`src/rtl/twist_to_pose_increment_top_macros.svh`:
```
// Assertion macros shared by the twist-to-pose RTL
`ifndef TWIST_TO_POSE_INCREMENT_TOP_MACROS_SVH
`define TWIST_TO_POSE_INCREMENT_TOP_MACROS_SVH

// Same-cycle implication
`define TTI_ASSERT_IMP(lbl, ante, cons, msg) \
  lbl: assert property (@(posedge clk) disable iff (!rst_n) (ante) |-> (cons)) \
    else $error(msg);

// Next-cycle implication
`define TTI_ASSERT_NXT(lbl, ante, cons, msg) \
  lbl: assert property (@(posedge clk) disable iff (!rst_n) (ante) |=> (cons)) \
    else $error(msg);

`endif

```
`src/rtl/tti_pkg.sv`:
```
// Shared constants, types and tables for the twist-to-pose increment block
`timescale 1ns / 1ps
package tti_pkg;

  localparam int TRIG_ITER_DEF = 24;
  localparam int THR_W         = 16;
  localparam logic [THR_W-1:0] THR_RESET = 16'd6;

  localparam int POS_LAT     = 2;
  localparam int ISQ_STEPS   = 32;
  localparam int ISQ_LAT     = ISQ_STEPS + 2;
  localparam int DIV_STEPS   = 32;
  localparam int DIV_LAT     = DIV_STEPS + 1;
  localparam int MOD_STAGES  = 21;
  localparam int SC_FIXED_LAT = MOD_STAGES + 2;

  // CORDIC datapath width and angle width after reduction
  localparam int CW = 34;
  localparam int AW = 46;

  localparam logic [63:0] PI_Q41      = 64'h3243F6A8885A308D >> 19;
  localparam logic [63:0] TWO_PI_Q41  = PI_Q41 << 1;
  localparam logic [63:0] HALF_PI_Q41 = PI_Q41 >> 1;

  localparam logic signed [CW-1:0] CORDIC_X0 = 34'sd652032874;
  localparam logic signed [31:0]   QUAT_ONE  = 32'sd1073741824;
  localparam logic signed [CW-1:0] QUAT_ONE_W = 34'sd1073741824;

  typedef struct packed {
    logic signed [CW-1:0] s;
    logic signed [CW-1:0] c;
  } trig_t;

  function automatic logic [CW-1:0] atan_q30(input logic [4:0] idx);
    logic [CW-1:0] v;
    unique case (idx)
      5'd0:  v = 34'd843314856;
      5'd1:  v = 34'd497837829;
      5'd2:  v = 34'd263043836;
      5'd3:  v = 34'd133525158;
      5'd4:  v = 34'd67021686;
      5'd5:  v = 34'd33543515;
      5'd6:  v = 34'd16775850;
      5'd7:  v = 34'd8388437;
      5'd8:  v = 34'd4194282;
      5'd9:  v = 34'd2097149;
      5'd10: v = 34'd1048575;
      5'd11: v = 34'd524287;
      5'd12: v = 34'd262143;
      5'd13: v = 34'd131071;
      5'd14: v = 34'd65535;
      5'd15: v = 34'd32767;
      5'd16: v = 34'd16383;
      5'd17: v = 34'd8191;
      5'd18: v = 34'd4095;
      5'd19: v = 34'd2047;
      5'd20: v = 34'd1023;
      5'd21: v = 34'd511;
      5'd22: v = 34'd255;
      5'd23: v = 34'd127;
      5'd24: v = 34'd63;
      5'd25: v = 34'd31;
      5'd26: v = 34'd15;
      5'd27: v = 34'd7;
      5'd28: v = 34'd3;
      5'd29: v = 34'd1;
      5'd30: v = 34'd0;
      5'd31: v = 34'd0;
    endcase
    return v;
  endfunction

  function automatic logic signed [31:0] clip_q30(input logic signed [CW-1:0] v);
    logic signed [31:0] r;
    if (v > QUAT_ONE_W) begin
      r = QUAT_ONE;
    end else if (v < -QUAT_ONE_W) begin
      r = -QUAT_ONE;
    end else begin
      r = v[31:0];
    end
    return r;
  endfunction

endpackage

```
`src/rtl/tti_pos_lane.sv`:
```
// Position lane: scale one linear velocity by dt, round and saturate
`timescale 1ns / 1ps
module tti_pos_lane (
  input  logic               clk,
  input  logic               en,
  input  logic signed [31:0] lin,
  input  logic        [31:0] dt,
  output logic signed [31:0] pos,
  output logic               sat
);
  import tti_pkg::*;

  logic [31:0] lin_mag;
  logic [63:0] mag_r;
  logic        neg_r;
  logic [64:0] rnd;
  logic [40:0] q;
  logic signed [31:0] pos_nxt;
  logic        sat_nxt;
  logic signed [31:0] pos_r;
  logic        sat_r;

  assign lin_mag = lin[31] ? 32'(-lin) : 32'(lin);

  always_ff @(posedge clk) begin
    if (en) begin
      mag_r <= lin_mag * dt;
      neg_r <= lin[31];
    end
  end

  // round half away from zero on the magnitude
  assign rnd = {1'b0, mag_r} + 65'd8388608;
  assign q   = rnd[64:24];

  always_comb begin
    sat_nxt = 1'b0;
    if (neg_r) begin
      if (q > 41'd2147483648) begin
        sat_nxt = 1'b1;
        pos_nxt = 32'sh80000000;
      end else begin
        pos_nxt = -$signed(q[31:0]);
      end
    end else begin
      if (q > 41'd2147483647) begin
        sat_nxt = 1'b1;
        pos_nxt = 32'sh7FFFFFFF;
      end else begin
        pos_nxt = $signed(q[31:0]);
      end
    end
  end

  always_ff @(posedge clk) begin
    if (en) begin
      pos_r <= pos_nxt;
      sat_r <= sat_nxt;
    end
  end

  assign pos = pos_r;
  assign sat = sat_r;

endmodule

```
`config.mk`:
```
export PLATFORM = sky130hd
export DESIGN_NAME = tti_pos_lane
export DESIGN_NICKNAME = d
export VERILOG_FILES = /design/src/rtl/twist_to_pose_increment_top_macros.svh /design/src/rtl/tti_pkg.sv /design/src/rtl/tti_pos_lane.sv
export SDC_FILE = /design/constraint.sdc
export NUM_CORES = 2
export LEC_CHECK = 0
export BUFFER_PORTS_ARGS = -buffer_cell sky130_fd_sc_hd__buf_2
export CORE_MARGIN = 3
export CORE_UTILIZATION = 49
export CTS_CLUSTER_SIZE = 24
export DETAILED_ROUTE_END_ITERATION = 16
export PLACE_DENSITY = 0.72
export SKIP_LAST_GASP = 1
export SYNTH_ARGS = -nofsm -noshare
export SYNTH_HDL_FRONTEND = slang
export SYNTH_SLANG_ARGS = --single-unit
```
`constraint.sdc`:
```
create_clock -name clk -period 20.5 [get_ports clk]
set_clock_uncertainty 0.15 [all_clocks]
set_input_delay 2.05 -clock clk [delete_from_list [all_inputs] [get_ports clk]]
set_output_delay 2.05 -clock clk [all_outputs]
set_load 0.005 [all_outputs]
```
==> results.env <==
STATUS='completed'
CLOCK_PATH_BUFFERS=2
DRIVE_ABOVE_1_SHARE=0.0606
FRACTION_OF_POST_SYNTHESIS_CELL_AREA_IN_THE_TOP_CELL_TYPE_BY_AREA=0.461
START_UTIL=0.499
WORSTMARGINPINSLEW_NS=0.979
CTS_ROOT_BUFFER='sky130_fd_sc_hd__clkbuf_16'
POST-CTS-SETUP-BUFFERS=0
GRT_PASS1_WL_MM=175
MAPPEDNETLISTNETS=5501
IOPINCOUNT=99
YOSYSWARNINGCOUNT=0
NETLIST.TOP_CELL.BY_AREA='sky130_fd_sc_hd__fa_1'
PORT_BUFFERS=98
ROUTE.VIAS.TOTAL=29386
F_MAX_MHz=77.5
TIMING.RR.END='pos[5]'
CRITPATHLAUNCH='lin[7]'
FILL_CELLS=7095
CTS_MADE_BUFFERS=9
YOSYS_MOST_USED_DFF='sky130_fd_sc_hd__edfxtp_1'
POST_SYNTH.CELL_AREA_AVG_UM2=9.10
DRCVIOLATIONCOUNT=0
SYNTH_ENABLE_FLOP_CELLS=75
GRT.OVERFLOW.TOTAL=0
CRITICAL_PATH_ARRIVAL_NS=12.82
VIA_COUNT_OF_THE_FIRST_GLOBAL_ROUTING_PASS=31848
FINALSETUPVIOLATIONS=0
YS_TOP_CELLS_BY_AREA='sky130_fd_sc_hd__fa_1 (46%), sky130_fd_sc_hd__inv_1 (8.8%), sky130_fd_sc_hd__and2_1 (8.7%)'
GLOBALPLACE.CONGESTION=0.928
SEQ_AREA_FRAC_SYNTH=0.0579
FINAL-HOLD-VIOLATION-COUNT=0
ROWS=102
DRT-TOTAL-WL_MM=109
CRIT_PATH_LAUNCH_TYPE='primary input'
SYNTHESIS.INSTANCES=4276
DETAIL_ROUTE.FIRST_PASS.ITERATIONS=5
CLK_LATENCY_NS=0.33
ANTENNA_VIOLATING_NETS_POST_ROUTE=0
CTS_REPAIR_RESIZE_COUNT=0
FLOW.AREA_GROWTH_FROM_SYNTHESIS_PCT=4.39
MIN_CLOCK_PERIOD_POST_ROUTE_NS=12.90
ROUTED_WIRE_LENGTH_PER_INSTANCE_UM=20.8
SLEW_HEADROOM=0.347
SYNTHARSTFLOPSHARE=0
CRIT_PATH_FREQUENT_CELL='sky130_fd_sc_hd__fa_1'
MAXIMUM_NUMBER_OF_PINS_ON_ONE_NET_BEFORE_GLOBAL_ROUTE_REPAIR=76
FINAL-MAX-SLEW-VIOLATION-COUNT=0
SYNTH_CELL_TYPES=94
FLOORPLAN.DIE.WIDTH_UM=288
HOLD_PATH_END='pos[29]'
HPWL_MM=81.5
TIMING.SETUP.CRITICAL_PATH_CLASS='in -> reg'
FF2FF_PATH_DEPTH=10
WORSTPATHREQUIRED_NS=20.42
WORST_PATH_LARGEST_CELL_DELAY_NS=0.71
NETS=5412
CTS_TREE='yes'
FP.DIEAREA_UM2=82800
LAYOUT.AREA.SEQ_UM2=2250
YOSYS_REGISTER_BITS=75
CLOCK_SINK_COUNT=75
VIAS_PER_CELL=5.61
LAYOUT_WORST_PATH_CYCLE_SHARE=0.629
DRT_ITER0_MARKERS=2373
RRSETUPSLACK_NS=16.16
MULTIINPUTGATEAREA_UM2=32400
CRITICAL_PATH.SLOWEST_CELL='sky130_fd_sc_hd__or4_1'
MIN_FROM='mag_r[53]'
CRIT_END_ELEMENT='flip-flop'
SYN-CELL-AREA_UM2=38900
FIN_TNS_SETUP_NS=0
CLOCK_TREE.HTREE_LEVEL_COUNT=3
RSZ_0062_RAISED_AFTER_GLOBAL_ROUTING='false'
WORSTREG2REGSTART='mag_r[24]'
CRITICAL_PATH.MAX_FANOUT=17
HOLDCRITPATHCLASS='reg -> reg'
DRV.MAX_CAP_VIOLATION_COUNT=0
ANTENNA_FOUND_INITIAL=7
GRTUSAGETOTAL=0.271
CLK_PIN_SLEW_NS=0.06
CTS_HOLD_BUFFERS=0
FLOORPLAN.CORE_AREA_UM2=78000
DIE_HEIGHT_UM=288
HOLD_DEPTH=2
[logic make-up (layout without fill, tap and decap cells)]
logic type / Yosys count / after routing / share of synthesized area
adders and majority gates: 1159 / 1159 / 0.546
buffers and inverters: 1164 / 1079 / 0.115
DFF: 75 / 75 / 0.0579
xor gates and xnor gates: 117 / 117 / 0.0265
other: 0 / 8 / 0
muxes: 10 / 10 / 0.00267
AOI/OAI and AO/OA: 358 / 358 / 0.0651
and+or+nand+nor: 1393 / 1393 / 0.187
[flip-flops by register name, indices dropped and copies added (netlist names)]
name,count
mag_r,41
pos,32
neg_r,1
sat,1
[area by class of cell]
| class | count | share of cell area |
|---|---|---|
| repair buffers | 149 | 0.0215 |
| multi-input cells | 3037 | 0.798 |
| clock buffers | 12 | 0.00582 |
| clock inverters | 3 | 0.00157 |
| flip-flops and latches | 75 | 0.0555 |
| diodes | 8 | 0.000493 |
| inverters | 915 | 0.0846 |
| well taps | 1040 | 0.0320 |
[routing by layer]
metal | routed length [um] | vias up | GRT usage
li1 | - | 12713 | -
met1 | 42300 | 14933 | 0.352
met3 | 10400 | 334 | 0.0581
met2 | 51200 | 1406 | 0.444
met4 | 4930 | 0 | 0.107
met5 | 0 | - | 0
[cell usage in the layout (no fill, tap or decap), drive strengths merged, types with 19 or more instances in the layout]
master	synthesis	layout
xor2	35	35
a21o	57	57
and2	545	545
nor3	23	23
inv	915	915
a21oi	93	93
fa	895	895
buf	15	149
nor2	60	60
nand2	554	554
nand4	35	35
nor2b	19	19
ha	264	264
nor4	21	21
xnor2	82	82
edfxtp	75	75
nand3	47	47
o21ai	62	62
[synthesized netlist by cell type (5+ instances only)]
library cell,instances
sky130_fd_sc_hd__a21o_1,55
sky130_fd_sc_hd__o2111ai_1,5
sky130_fd_sc_hd__nor2b_1,19
sky130_fd_sc_hd__or3_1,11
sky130_fd_sc_hd__a21oi_1,90
sky130_fd_sc_hd__nor2_1,59
sky130_fd_sc_hd__fa_1,895
sky130_fd_sc_hd__buf_6,6
sky130_fd_sc_hd__nor3b_1,5
sky130_fd_sc_hd__inv_1,915
sky130_fd_sc_hd__xnor2_1,81
sky130_fd_sc_hd__mux2i_1,7
sky130_fd_sc_hd__nand4b_1,5
sky130_fd_sc_hd__or2_2,8
sky130_fd_sc_hd__and3_1,15
sky130_fd_sc_hd__a31oi_1,13
sky130_fd_sc_hd__o41ai_1,5
sky130_fd_sc_hd__a211oi_1,11
sky130_fd_sc_hd__nand4_1,34
sky130_fd_sc_hd__nand2_1,553
sky130_fd_sc_hd__o21bai_1,15
sky130_fd_sc_hd__o31ai_1,14
sky130_fd_sc_hd__nor3_1,22
sky130_fd_sc_hd__nand3_1,43
sky130_fd_sc_hd__a22oi_2,7
sky130_fd_sc_hd__a21boi_0,5
sky130_fd_sc_hd__o21ai_0,61
sky130_fd_sc_hd__a211o_1,5
sky130_fd_sc_hd__o21a_1,7
sky130_fd_sc_hd__and2_1,543
sky130_fd_sc_hd__o211ai_1,6
sky130_fd_sc_hd__a221oi_2,5
sky130_fd_sc_hd__xor2_1,35
sky130_fd_sc_hd__ha_1,264
sky130_fd_sc_hd__and4_1,13
sky130_fd_sc_hd__nor4_1,18
sky130_fd_sc_hd__buf_2,8
sky130_fd_sc_hd__nand2b_1,11
sky130_fd_sc_hd__edfxtp_1,75
sky130_fd_sc_hd__clkbuf_1,228
[worst max path at each step]
stage / depth (start not counted) / end / slack [ns]
global placement: 34 / mag_r[55] / 7.52
global route: 33 / mag_r[63] / 7.07
CTS: 34 / mag_r[55] / 7.64
floorplan: 32 / mag_r[55] / 9.12
finish: 34 / mag_r[55] / 7.60
detailed placement: 34 / mag_r[55] / 7.32
[through the flow]
step                hold WS (ns)  setup slack (ns)  cells  instance area, um2   util
floorplan                  0.582              9.12   4276               38900      -
global placement           0.675              7.52   5216               40300  0.517
detailed placement         0.681              7.32   5216               40300  0.517
CTS                        0.687              7.64   5231               40600  0.520
global route               0.720              7.07   5235               40600  0.521
finish                     0.688              7.60   5239               40600  0.521
[critical path: cells and delay by family]
family                   cells  cell delay (ns)
buffers and inverters        7             0.77
XOR/XNOR                     2             0.45
adder cells (fa/ha/maj)      9             4.35
AND/OR/NAND/NOR              8             3.01
AO/OA/AOI/OAI                8             2.16
Power is not shown: default switching activity piles up to over one toggle a cycle in this logic, so the estimate is an artifact.
